<file path="config.mk">
export PLATFORM = sky130hd
export DESIGN_NAME = crc_framed_uart_transmitter
export DESIGN_NICKNAME = d
export VERILOG_FILES = /design/src/rtl/core/cfut_pkg.sv /design/src/rtl/core/cfut_ram.sv /design/src/rtl/core/crc_framed_uart_transmitter.sv
export SDC_FILE = /design/constraint.sdc
export NUM_CORES = 2
export LEC_CHECK = 0
export BUFFER_PORTS_ARGS = -buffer_cell sky130_fd_sc_hd__buf_4
export CAP_MARGIN = 5
export CORE_MARGIN = 3
export CORE_UTILIZATION = 35
export DETAILED_ROUTE_END_ITERATION = 10
export PLACE_DENSITY_LB_ADDON = 0.2
export REMOVE_ABC_BUFFERS = 1
export SKIP_LAST_GASP = 1
export SYNTH_ARGS = -nofsm -noshare
export SYNTH_HDL_FRONTEND = slang
export SYNTH_SLANG_ARGS = --single-unit
</file>
<file path="constraint.sdc">
create_clock -name clock -period 5.2 [get_ports clock]
set_clock_uncertainty 0.1 [all_clocks]
set_input_delay 0.78 -clock clock [delete_from_list [all_inputs] [get_ports clock]]
set_output_delay 0.78 -clock clock [all_outputs]
set_load 0.1 [all_outputs]
</file>
<file path="src/rtl/core/cfut_pkg.sv">
// ----------------------------------------------------------------------------
// cfut_pkg
// Codes, widths and the CRC16-CCITT byte step for the frame transmitter.
// ----------------------------------------------------------------------------
`default_nettype none

package cfut_pkg;

   // default sizes
   localparam int STORE_DEPTH_DEF = 256;
   localparam int FIFO_DEPTH_DEF  = 16;
   localparam int BYTE_RANGE      = 256;

   // field widths
   localparam int OP_W        = 3;
   localparam int KIND_W      = 2;
   localparam int ERR_W       = 2;
   localparam int REQ_TDATA_W = 40;
   localparam int RSP_TDATA_W = 16;

   // operation codes
   localparam logic [OP_W-1:0] OP_WRITE  = 3'd0;
   localparam logic [OP_W-1:0] OP_BOUNDS = 3'd1;
   localparam logic [OP_W-1:0] OP_GO     = 3'd2;
   localparam logic [OP_W-1:0] OP_TICK   = 3'd3;
   localparam logic [OP_W-1:0] OP_STOP   = 3'd4;

   // result kinds
   localparam logic [KIND_W-1:0] KIND_BYTE  = 2'd0;
   localparam logic [KIND_W-1:0] KIND_DONE  = 2'd1;
   localparam logic [KIND_W-1:0] KIND_ERROR = 2'd2;

   // error codes
   localparam logic [ERR_W-1:0] NO_ERROR    = 2'd0;
   localparam logic [ERR_W-1:0] ERR_EMPTY   = 2'd0;
   localparam logic [ERR_W-1:0] ERR_BUSY    = 2'd1;
   localparam logic [ERR_W-1:0] ERR_STOPPED = 2'd2;

   localparam logic [15:0] CRC_POLY = 16'h1021;

   // CRC16-CCITT, MSB first, one byte
   function automatic logic [15:0] crc16_byte(input logic [15:0] crc, input logic [7:0] b);
      logic [15:0] c;
      c = crc ^ {b, 8'h00};
      for (int i = 0; i < 8; i++) begin
         c = c[15] ? ({c[14:0], 1'b0} ^ CRC_POLY) : {c[14:0], 1'b0};
      end
      return c;
   endfunction

endpackage

`default_nettype wire

</file>
<file path="src/rtl/core/cfut_ram.sv">
// ----------------------------------------------------------------------------
// cfut_ram
// Simple dual-port RAM: one write port, one read port with registered data.
// ----------------------------------------------------------------------------
`default_nettype none

module cfut_ram #(
   parameter int WIDTH = 8,
   parameter int DEPTH = 256
) (
   input  wire logic                     clock,
   input  wire logic                     wr_en,
   input  wire logic [$clog2(DEPTH)-1:0] wr_addr,
   input  wire logic [WIDTH-1:0]         wr_data,
   input  wire logic                     rd_en,
   input  wire logic [$clog2(DEPTH)-1:0] rd_addr,
   output logic      [WIDTH-1:0]         rd_data
);

   logic [WIDTH-1:0] mem_ff [DEPTH];
   logic [WIDTH-1:0] rd_data_ff;

   always_ff @(posedge clock) begin
      if (wr_en) begin
         mem_ff[wr_addr] <= wr_data;
      end
      if (rd_en) begin
         rd_data_ff <= mem_ff[rd_addr];
      end
   end

   assign rd_data = rd_data_ff;

endmodule

`default_nettype wire

</file>
<file path="src/rtl/core/crc_framed_uart_transmitter.sv">
// ----------------------------------------------------------------------------
// crc_framed_uart_transmitter
// Length-prefixed frame sender with CRC16-CCITT, feeding a transmit FIFO.
// ----------------------------------------------------------------------------
// Usage:
//   req_*  : one command word per handshake (store write, set bounds, go,
//            FIFO-empty tick, stop). Operation in tuser, operands in tdata.
//   rsp_*  : result words: FIFO bytes, done or error. tlast marks the final
//            word caused by one command.
//   csr_*  : preamble byte write, always ready; write only while idle.
// Timing:
//   Commands without results (store write, set bounds, ignored codes,
//   go/stop while the UART is busy) leave req_tready high. A command with
//   results holds req_tready low until its last word is emitted; the
//   first word follows acceptance through the state register and then the
//   output register, then one word per cycle while rsp_tready allows (up to
//   FIFO_DEPTH words per command). The sequencer emits one word per cycle
//   through the single CRC byte unit and the store's registered read port.
// Reset (synchronous): bounds, CRC, phase and flags clear, preamble is zero,
//   no result pending. Store contents are undefined until written.
// Stall: when rsp_tready is low the word holds and the sequencer pauses.
// ----------------------------------------------------------------------------
`default_nettype none

module crc_framed_uart_transmitter #(
   parameter int STORE_DEPTH = cfut_pkg::STORE_DEPTH_DEF,
   parameter int FIFO_DEPTH  = cfut_pkg::FIFO_DEPTH_DEF
) (
   input  wire logic                             clock,
   input  wire logic                             reset,
   // command channel
   input  wire logic                             req_tvalid,
   output logic                                  req_tready,
   // [7:0] store_index, [15:8] store_value, [23:16] message_length,
   // [31:24] start_position, [32] uart_busy, [39:33] zero
   input  wire logic [cfut_pkg::REQ_TDATA_W-1:0] req_tdata,
   // [2:0] operation
   input  wire logic [cfut_pkg::OP_W-1:0]        req_tuser,
   // result channel
   output logic                                  rsp_tvalid,
   input  wire logic                             rsp_tready,
   // [7:0] tx_byte, [9:8] error_code, [15:10] zero
   output logic      [cfut_pkg::RSP_TDATA_W-1:0] rsp_tdata,
   // [1:0] result_kind
   output logic      [cfut_pkg::KIND_W-1:0]      rsp_tuser,
   output logic                                  rsp_tlast,
   // preamble register
   input  wire logic                             csr_valid,
   output logic                                  csr_ready,
   input  wire logic [7:0]                       csr_data
);

   import cfut_pkg::*;

   localparam int AW = $clog2(STORE_DEPTH);
   localparam int CW = $clog2(FIFO_DEPTH);

   // byte index -> store address, modulo STORE_DEPTH
   typedef logic [AW-1:0] addr_tab_type [BYTE_RANGE];

   function automatic addr_tab_type build_addr_tab();
      addr_tab_type tab;
      int           r;
      r = 0;
      for (int v = 0; v < BYTE_RANGE; v++) begin
         tab[v] = AW'(r);
         r      = (r == STORE_DEPTH - 1) ? 0 : r + 1;
      end
      return tab;
   endfunction

   localparam addr_tab_type ADDR_TAB = build_addr_tab();

   typedef enum logic [1:0] {PH_IDLE, PH_BUSY, PH_EOT} phase_type;
   typedef enum logic [2:0] {
      SQ_IDLE, SQ_PRE, SQ_LEN, SQ_PAY, SQ_CRCH, SQ_CRCL, SQ_RES
   } seq_state_type;

   // command fields
   logic [OP_W-1:0] op;
   logic [7:0]      store_index;
   logic [7:0]      store_value;
   logic [7:0]      message_length;
   logic [7:0]      start_position;
   logic            uart_busy;

   assign op             = req_tuser;
   assign store_index    = req_tdata[7:0];
   assign store_value    = req_tdata[15:8];
   assign message_length = req_tdata[23:16];
   assign start_position = req_tdata[31:24];
   assign uart_busy      = req_tdata[32];

   // registers
   seq_state_type     state_ff, state_in;
   phase_type         phase_ff, phase_in;
   logic [7:0]        end_ff, end_in;
   logic [7:0]        rdidx_ff, rdidx_in;
   logic [15:0]       crc_ff, crc_in;
   logic              busy_err_ff, busy_err_in;
   logic              stop_ff, stop_in;
   logic [7:0]        preamble_ff, preamble_in;
   logic [CW-1:0]     cnt_ff, cnt_in;
   logic              crc_after_ff, crc_after_in;
   logic [KIND_W-1:0] res_kind_ff, res_kind_in;
   logic [ERR_W-1:0]  res_code_ff, res_code_in;
   logic              rsp_valid_ff, rsp_valid_in;
   logic [KIND_W-1:0] rsp_kind_ff, rsp_kind_in;
   logic [7:0]        rsp_byte_ff, rsp_byte_in;
   logic [ERR_W-1:0]  rsp_code_ff, rsp_code_in;
   logic              rsp_last_ff, rsp_last_in;

   // store port
   logic          ram_wr_en;
   logic          ram_rd_en;
   logic [AW-1:0] ram_rd_addr;
   logic [7:0]    ram_rd_data;

   logic       req_accept;
   logic       slot_free;
   logic       abort;
   logic [8:0] n_diff;
   logic       n_empty;
   logic [7:0] diff8;
   logic [7:0] rdidx_next;

   assign req_tready = (state_ff == SQ_IDLE);
   assign req_accept = req_tvalid && req_tready;
   assign slot_free  = !rsp_valid_ff || rsp_tready;
   assign abort      = ((op == OP_GO) || (op == OP_STOP)) && (phase_ff != PH_IDLE);
   assign n_diff     = {1'b0, end_ff} - {1'b0, rdidx_ff};
   assign n_empty    = n_diff[8] || (n_diff[7:0] == 8'd0);
   assign diff8      = end_ff - rdidx_ff;
   assign rdidx_next = rdidx_ff + 8'd1;

   cfut_ram #(
      .WIDTH (8),
      .DEPTH (STORE_DEPTH)
   ) u_store (
      .clock   (clock),
      .wr_en   (ram_wr_en),
      .wr_addr (ADDR_TAB[store_index]),
      .wr_data (store_value),
      .rd_en   (ram_rd_en),
      .rd_addr (ram_rd_addr),
      .rd_data (ram_rd_data)
   );

   // command decode and word sequencer
   always_comb begin
      state_in     = state_ff;
      phase_in     = phase_ff;
      end_in       = end_ff;
      rdidx_in     = rdidx_ff;
      crc_in       = crc_ff;
      busy_err_in  = busy_err_ff;
      stop_in      = stop_ff;
      cnt_in       = cnt_ff;
      crc_after_in = crc_after_ff;
      res_kind_in  = res_kind_ff;
      res_code_in  = res_code_ff;
      preamble_in  = csr_valid ? csr_data : preamble_ff;
      rsp_valid_in = rsp_valid_ff && !rsp_tready;
      rsp_kind_in  = rsp_kind_ff;
      rsp_byte_in  = rsp_byte_ff;
      rsp_code_in  = rsp_code_ff;
      rsp_last_in  = rsp_last_ff;
      ram_wr_en    = 1'b0;
      ram_rd_en    = 1'b0;
      ram_rd_addr  = ADDR_TAB[rdidx_ff];

      if (req_accept) begin
         // prefetch the byte at read_index for a frame start or refill
         ram_rd_en = 1'b1;
         if (abort) begin
            busy_err_in = busy_err_ff || (op == OP_GO);
            stop_in     = stop_ff || (op == OP_STOP);
            if (uart_busy) begin
               phase_in = PH_EOT;
            end else begin
               res_kind_in = KIND_ERROR;
               res_code_in = (busy_err_ff || (op == OP_GO)) ? ERR_BUSY : ERR_STOPPED;
               busy_err_in = 1'b0;
               stop_in     = 1'b0;
               phase_in    = PH_IDLE;
               state_in    = SQ_RES;
            end
         end else begin
            unique case (op)
               OP_WRITE: begin
                  ram_wr_en = 1'b1;
               end
               OP_BOUNDS: begin
                  end_in   = message_length;
                  rdidx_in = start_position;
               end
               OP_GO: begin
                  // phase is idle here
                  crc_in = 16'h0000;
                  if (n_empty) begin
                     res_kind_in = KIND_ERROR;
                     res_code_in = ERR_EMPTY;
                     state_in    = SQ_RES;
                  end else if (n_diff[7:0] <= 8'(FIFO_DEPTH - 4)) begin
                     cnt_in       = CW'(n_diff[7:0]);
                     crc_after_in = 1'b1;
                     phase_in     = PH_EOT;
                     state_in     = SQ_PRE;
                  end else begin
                     cnt_in       = CW'(FIFO_DEPTH - 3);
                     crc_after_in = 1'b0;
                     phase_in     = PH_BUSY;
                     state_in     = SQ_PRE;
                  end
               end
               OP_TICK: begin
                  if (phase_ff == PH_BUSY) begin
                     if (diff8 <= 8'(FIFO_DEPTH - 2)) begin
                        cnt_in       = CW'(diff8);
                        crc_after_in = 1'b1;
                        phase_in     = PH_EOT;
                        state_in     = (diff8 == 8'd0) ? SQ_CRCH : SQ_PAY;
                     end else begin
                        cnt_in       = CW'(FIFO_DEPTH - 1);
                        crc_after_in = 1'b0;
                        state_in     = SQ_PAY;
                     end
                  end else if (phase_ff == PH_EOT) begin
                     res_kind_in = (busy_err_ff || stop_ff) ? KIND_ERROR : KIND_DONE;
                     res_code_in = busy_err_ff ? ERR_BUSY :
                                   (stop_ff ? ERR_STOPPED : NO_ERROR);
                     busy_err_in = 1'b0;
                     stop_in     = 1'b0;
                     phase_in    = PH_IDLE;
                     state_in    = SQ_RES;
                  end
               end
               default: begin
                  // stop in idle and undefined codes: no effect
               end
            endcase
         end
      end else if ((state_ff != SQ_IDLE) && slot_free) begin
         // emit one word
         rsp_valid_in = 1'b1;
         rsp_kind_in  = KIND_BYTE;
         rsp_byte_in  = 8'h00;
         rsp_code_in  = NO_ERROR;
         rsp_last_in  = 1'b0;
         unique case (state_ff)
            SQ_PRE: begin
               rsp_byte_in = preamble_ff;
               state_in    = SQ_LEN;
            end
            SQ_LEN: begin
               rsp_byte_in = diff8;
               state_in    = SQ_PAY;
            end
            SQ_PAY: begin
               // store byte through the CRC unit, fetch the next one
               rsp_byte_in = ram_rd_data;
               crc_in      = crc16_byte(crc_ff, ram_rd_data);
               rdidx_in    = rdidx_next;
               ram_rd_en   = 1'b1;
               ram_rd_addr = ADDR_TAB[rdidx_next];
               cnt_in      = cnt_ff - CW'(1);
               if (cnt_ff == CW'(1)) begin
                  rsp_last_in = !crc_after_ff;
                  state_in    = crc_after_ff ? SQ_CRCH : SQ_IDLE;
               end
            end
            SQ_CRCH: begin
               rsp_byte_in = crc_ff[15:8];
               state_in    = SQ_CRCL;
            end
            SQ_CRCL: begin
               rsp_byte_in = crc_ff[7:0];
               rsp_last_in = 1'b1;
               state_in    = SQ_IDLE;
            end
            SQ_RES: begin
               rsp_kind_in = res_kind_ff;
               rsp_code_in = res_code_ff;
               rsp_last_in = 1'b1;
               state_in    = SQ_IDLE;
            end
            default: begin
               rsp_valid_in = rsp_valid_ff && !rsp_tready;
            end
         endcase
      end
   end

   // state and registered outputs
   always_ff @(posedge clock) begin
      if (reset) begin
         state_ff     <= SQ_IDLE;
         phase_ff     <= PH_IDLE;
         end_ff       <= 8'h00;
         rdidx_ff     <= 8'h00;
         crc_ff       <= 16'h0000;
         busy_err_ff  <= 1'b0;
         stop_ff      <= 1'b0;
         preamble_ff  <= 8'h00;
         rsp_valid_ff <= 1'b0;
      end else begin
         state_ff     <= state_in;
         phase_ff     <= phase_in;
         end_ff       <= end_in;
         rdidx_ff     <= rdidx_in;
         crc_ff       <= crc_in;
         busy_err_ff  <= busy_err_in;
         stop_ff      <= stop_in;
         preamble_ff  <= preamble_in;
         rsp_valid_ff <= rsp_valid_in;
      end
      cnt_ff       <= cnt_in;
      crc_after_ff <= crc_after_in;
      res_kind_ff  <= res_kind_in;
      res_code_ff  <= res_code_in;
      rsp_kind_ff  <= rsp_kind_in;
      rsp_byte_ff  <= rsp_byte_in;
      rsp_code_ff  <= rsp_code_in;
      rsp_last_ff  <= rsp_last_in;
   end

   assign rsp_tvalid = rsp_valid_ff;
   assign rsp_tdata  = {(RSP_TDATA_W - ERR_W - 8)'(0), rsp_code_ff, rsp_byte_ff};
   assign rsp_tuser  = rsp_kind_ff;
   assign rsp_tlast  = rsp_last_ff;
   assign csr_ready  = 1'b1;

endmodule

`default_nettype wire

</file>
== Word-level counts from Yosys, hierarchy flattened ==
Memory sizes are Yosys's and may differ from the RTL's. A register that Yosys moved wholly into a read port is not among the register bits.
Cells that the tools add are included.
Storage, ports and cells
  bits in registers: 70
  bits in writable memories: 2048
  ROM bits: 6144
  input port bits: 56
  output and inout port bits: 22
  memories kept: 4
Memory list
  (no name shown): depth 256, width 8, rd ports 1, clocked after memory_dff 0, wr ports 0, RTL line crc_framed_uart_transmitter.sv:265  | ram_rd_addr = ADDR_TAB[rdidx_next];
  (no name shown): depth 256, width 8, rd ports 1, clocked after memory_dff 0, wr ports 0, RTL line crc_framed_uart_transmitter.sv:170  | ram_rd_addr = ADDR_TAB[rdidx_ff];
  (no name shown): depth 256, width 8, rd ports 1, clocked after memory_dff 0, wr ports 0, RTL line crc_framed_uart_transmitter.sv:142  | .wr_addr (ADDR_TAB[store_index]),
  u_store.mem_ff: depth 256, width 8, rd ports 1, clocked after memory_dff 1, wr ports 1, RTL line cfut_ram.sv:20  | logic [WIDTH-1:0] mem_ff [DEPTH];
Operators by class
  add/sub/neg operators: 4
  magnitude comparators: 5
  eq/ne operators: 33
  multiplexer cells: 99
  bitwise logic cells: 14
  reductions and logical operators: 38
Operators by type and width (count)
  $mux W8: 14
  $mux W13: 8
  $mux W16: 5
  $mux W2: 21
  $pmux W8 S5: 1
  $mux W3: 11
  $mux W4: 8
  $ge A9 B9 Y1 const B: 3
  $not A8 Y9: 3
  $ne A3 B3 Y1 const B: 8
  $not A3 Y3: 8
  $mux W1: 23
  $reduce_and A6 Y1: 3
  $le A8 B4 Y1 const B: 2
  $logic_not A8 Y1: 2
  $xor A16 B16 Y16: 1
  $pmux W3 S5: 1
  $eq A3 B2 Y1 const B: 4
  $eq A3 B3 Y1 const B: 4
  $pmux W2 S2: 3
  $reduce_and A4 Y1: 3
  $reduce_bool A2 Y1: 6
  $ne A2 B2 Y1 const B: 5
  $reduce_and A5 Y1: 2
  other kinds (27): 44

== Longest topological paths before layout ==
  word-level depth: 20
  mapped depth: 15
  mapped depth without buffers: 11

== Hierarchy ==
A second synthesis with hierarchy kept.
Second synthesis, totals
  cell total of the unflattened synthesis: 4258
  area total of the unflattened synthesis: 84182.0 µm²
By module, submodules not included
  cfut_ram: instances 1, cells each 3733, area each 79636.4 µm²
  crc_framed_uart_transmitter: instances 1, cells each 525, area each 4545.6 µm²

== Worst setup path before layout ==
Ideal clock, no wire load.
  kind: reg2reg
  start: register state_ff[1]
  end: memory u_store.mem_ff[199][0], enable pin
  setup time: 370 ps
  arrival time: 4818 ps
  data required time: 4730 ps
  slack: -88 ps
  cell stages (with the launch flop): 9
  path buffers: 2
  cells stage by stage: dfxtp_1 -> buf_2 -> nor3_1 -> nand2_1 -> nor4_2 -> nor3b_1 -> nand3_1 -> clkbuf_1 -> nor2_1
Between the ends
  word-level cells in the longest chain between the ends: 5
RTL lines
  from (decl): RTL line crc_framed_uart_transmitter.sv:95  | seq_state_type state_ff, state_in;
  from (signal assigned): RTL line crc_framed_uart_transmitter.sv:307  | state_ff <= state_in;
  $logic_not A3 Y1: RTL line crc_framed_uart_transmitter.sv:127  | assign req_tready = (state_ff == SQ_IDLE);
  named net req_tready: RTL line crc_framed_uart_transmitter.sv:33  | output logic req_tready,
  $logic_and A1 B1 Y1: RTL line crc_framed_uart_transmitter.sv:128  | assign req_accept = req_tvalid && req_tready;
  $mux W1: RTL line crc_framed_uart_transmitter.sv:172  | if (req_accept) begin
  $mux W1: RTL line cfut_ram.sv:24  | if (wr_en) begin
  $mux W1 (implied by the code): RTL line cfut_ram.sv:25  | mem_ff[wr_addr] <= wr_data;
  to (decl): RTL line cfut_ram.sv:20
The timed path passes the listed nets, and every way through them passes these cells.

== Final worst setup path ==
  start: register rdidx_ff[0]
  end: register u_store.rd_data_ff[5] (netlist: u_store.rd_data[5]) (read register of u_store.mem_ff) (data pin)
Between the ends
  word-level cells in the longest chain between the ends: 8
  elaborated cells between the ends (all ways): 12
  those cells by class: add/sub (1); mux (7); bitwise (2); memory (2)
RTL lines
  from (decl): RTL line crc_framed_uart_transmitter.sv:98  | logic [7:0] rdidx_ff, rdidx_in;
  from (signal assigned): RTL line crc_framed_uart_transmitter.sv:310  | rdidx_ff <= rdidx_in;
  $add A8 B1 Y8: RTL line crc_framed_uart_transmitter.sv:134  | assign rdidx_next = rdidx_ff + 8'd1;
  $not A8 Y9 (implied by the code): RTL line crc_framed_uart_transmitter.sv:265
  $mem_v2 Z256 W8
  $mux W8 (implied by the code) (2 in series): RTL line crc_framed_uart_transmitter.sv:265
  $mux W8: RTL line crc_framed_uart_transmitter.sv:250  | unique case (state_ff)
  $mux W8: RTL line crc_framed_uart_transmitter.sv:243  | end else if ((state_ff != SQ_IDLE) && slot_free) begin
  $mux W8 *: RTL line crc_framed_uart_transmitter.sv:172
  to (decl): RTL line cfut_ram.sv:21  | logic [WIDTH-1:0] rd_data_ff;
Mark *: on every way between the ends. The rest lies on a longest branch, timed or not. The select of a mux whose other input is x is not followed.
A chain may end at the register's enable or synchronous reset.

==> results.cfg <==
[final_layout]
seq_area_mm2 = 0.0634
multiInputGateArea_mm2 = 0.0385
fillers = 26700
areaGrowthSynthToFinish_pct = 14.8
drive_above_1_share_pct = 23.0
num-nets-final = 6799
final_cells = 10800

[global_routing]
grt_antenna_before_repair = 15
met1_usage_pct = 27.2
grt_use_met3_pct = 2.45
grt.met2_usage_pct = 31.9
overflow = 0
grt_usage_pct = 19.5
grt_pass1_wl_um = 438000
top_usage_layer = met2
grt_pass1_vias = 61400
grt_max_degree = 172

[synth]
synthArstFlopShare_pct = 0
synthMuxAreaShare_pct = 29.5
synth_compound_area_share_pct = 3.05
synth_cell_types = 83
post_synth_and_or_nand_nor_area_fraction_pct = 3.60
ys_seq_elements = 2126
synth-edff-count = 2078
synth_top_area_cell = edfxtp_1
yosys_warnings = 0
syn_area_mm2 = 0.104
synth_seq_area_share_pct = 60.7
synth_ff_type = edfxtp_1
synthAdderAreaFrac_pct = 0.233
synthTopCellsByArea = edfxtp_1, mux2i_1, mux4_2
synth_top_family_by_area = multiplexers
synth-xor-area-share_pct = 0.291
avgSynthCellArea_um2 = 16.5
synth_top_area_share_pct = 59.8
synth_cells = 6335

[route]
num_vias = 61000
wire_per_inst_um = 28.2
wl_um = 306000
remaining_drc_errors = 0
viasPerCell = 5.63
drt_pass1_iterations = 6
drt_iter0_drc = 5288
antenna_left = 0

[floorplan]
die_x_um = 552
dieArea_mm2 = 0.305
core-area_mm2 = 0.295
ios = 78
start_util_pct = 35.3
rows = 199
die_height_um = 552

[setup_path]
cp-startpoint = rdidx_ff[0]
cp-end-kind = register
reg2reg_depth = 11
reg2reg_from = rdidx_ff[0]
reg2reg_to = u_store.rd_data[5]
r2r_setup_slack_ns = 0.16
criticalPathCategory = register to register
crit_required_ns = 5.71
crit_arrival_ns = 5.54
start_kind = register
cp-endpoint = u_store.rd_data[5]
critPathMaxFanout = 21

[sta]
min_period_ns = 5.04
setup_viol = 0
fmaxAchievable_ghz = 0.199
tightest_slew_ns = 1.36
maxSlewViolCount = 0
fin_crit_sh_pct = 96.8
rsz0062_at_grt = false
hold_viol = 0
max-slew-margin-rel_pct = 9.12

[clock_network]
clk-insertion-delay-late_ns = 0.91
cts_tree = built
clk_pin_slew_ns = 0.06
clock_sinks = 2126
cts_root_buf = clkbuf_16
cts_buffer_depth = 4
cts_resized = 0
cts_buffers = 237
htreeDepth = 4

[min_path]
hold_class = input port to register
holdPathStages = 3

[power]
switching_share_pct = 25.6
p_int_w = 0.0308
p_comb_share_pct = 15.2
p_sw_w = 0.0106
leakage_nw = 36.1
p_per_area_mw_per_mm2 = 346
ir_worst_vdd_mv = 0.254
pwr-share-seq_pct = 45.9
power_frac_clock_pct = 38.8
finalPower_w = 0.0414

[flow_run]
drv_cap = 0

[placed_design]
portBuffers = 63
dp_hpwl_um = 194000
placedCellCount = 10400
globalplace.congestion = 0.821

[outcome]
status = finished, final reports clean
## synthesized netlist by cell type (18+ instances only)
| cell type | number |
|---|---|
| a21oi_1 | 95 |
| a22oi_1 | 23 |
| buf_1 | 20 |
| buf_2 | 207 |
| buf_4 | 115 |
| buf_6 | 18 |
| clkbuf_1 | 116 |
| dfxtp_1 | 48 |
| edfxtp_1 | 2078 |
| inv_1 | 19 |
| mux2i_1 | 1727 |
| mux4_2 | 599 |
| nand2_1 | 165 |
| nand3_1 | 34 |
| nor2_1 | 403 |
| nor2b_1 | 27 |
| nor3_1 | 95 |
| nor4_1 | 43 |
| o21ai_0 | 48 |
| o221ai_1 | 27 |
| o22ai_1 | 184 |
| xnor2_1 | 20 |
## area by class of cell
class                   instances  area share (%)
inverters                      21          0.0721
clock inverters               132           0.960
flip-flops and latches       2126            52.9
well taps                    3919            4.09
repair buffers                623            4.65
multi-input cells            3716            32.1
clock buffers                 292            5.16
diodes                         13          0.0272
## layer usage
| metal | wire [µm] | part of all wire [%] | vias up |
|---|---|---|---|
| met1 | 134000 | 44 | 32300 |
| met2 | 147000 | 48 | 1724 |
| met4 | 9310 | 3.0 | 0 |
| met3 | 16000 | 5.2 | 392 |
| li1 | - | - | 26600 |
| met5 | 0 | 0 | - |
## power by group through the flow
stage | Sequential, W | Combinational, W | Clock [W]
3_5_place_dp | 0.0194 | 0.00632 | 0
2_1_floorplan | 0.0200 | 0.00903 | 0
5_1_grt | 0.0190 | 0.00668 | 0.0172
4_1_cts | 0.0190 | 0.00634 | 0.0164
6_report | 0.0190 | 0.00631 | 0.0161
3_3_place_gp | 0.0194 | 0.00626 | 0
## worst min path at each step
stage | endpoint | start | slack [ns]
final | preamble_ff[5] | csr_data[5] | 0.07
after global routing | preamble_ff[5] | csr_data[5] | 0.04
after CTS | preamble_ff[6] | csr_data[6] | 0.003
after detailed placement | end_ff[0] | end_ff[0] | 0.36
after global placement | end_ff[0] | end_ff[0] | 0.36
after floorplan | end_ff[0] | end_ff[0] | 0.33
## registers in the layout, indices dropped and copies added, names as in the netlist, 2 cells and up
name and cells:
cnt_ff 4, crc_ff 16, end_ff 8, rsp_tuser 2, res_code_ff 2, rsp_byte_ff 8, rdidx_ff 8, u_store.rd_data 8
state_ff 3, preamble_ff 8, u_store.mem_ff 2048, res_kind_ff 2, phase_ff 2, rsp_code_ff 2
## logic make-up (layout without fill, tap and decap cells)
family	count (synthesis)	after routing
XOR/XNOR	33	33
multiplexers	2330	2330
AND/OR/NAND/NOR	839	839
adder cells (fa/ha/maj)	19	19
AO/OA/AOI/OAI	488	488
buffers and inverters	498	1068
other	2	20
flip-flops	2126	2126
## what timing repair did
item	4_1_cts	5_1_grt
hold buffers	4	0
setup buffers	0	3
hold endpoints to repair	4	0
setup endpoints to repair	0	1
## critical path, cell delays in order, from the launching register on
cell and delay [ns]:
dfxtp_4 0.41, ha_4 0.88, buf_4 0.51, buf_4 0.30
mux4_2 0.31, mux2i_1 0.24, o221ai_1 0.19, o211ai_1 0.40
o22ai_1 0.18, nor3_1 0.85, buf_4 0.24, nand3_1 0.07
## cells in the final DEF, fill, tap and decap left out, types with 11 or more instances in the layout
master and count:
clkbuf_1 53, nand2_1 156, bufinv_16 19, diode_2 13, edfxtp_1 2078, ha_1 16
o21ai_0 48, a22oi_1 23, buf_4 545, mux2i_1 1727, buf_12 66, nand2b_1 11
xnor2_1 18, o22ai_1 184, nor2_1 400, a211oi_1 17, dfxtp_1 46, clkinv_2 48
inv_1 19, xor2_1 11, nor3_1 95, mux4_2 599, clkbuf_16 239, nand3_1 28
a31oi_1 16, nor4_1 42, nor2b_1 27, nand4_1 13, o221ai_1 27, a21oi_1 95
clkinv_1 54
## metrics by stage
stage	worst slack (ns)	util [%]	setup TNS [ns]	hold WS, ns	cell area (µm²)
after CTS	0.0227	40.5	0	0.00333	120000
after floorplan	-54.85	-	-2618.53	0.330	102000
after global placement	-0.359	38.1	-0.359	0.359	112000
final	0.164	40.6	0	0.0668	120000
after global routing	0.139	40.6	0	0.0373	120000
after detailed placement	0.0494	38.1	0	0.356	112000
No activity file was read; power rests on OpenSTA's default activity.
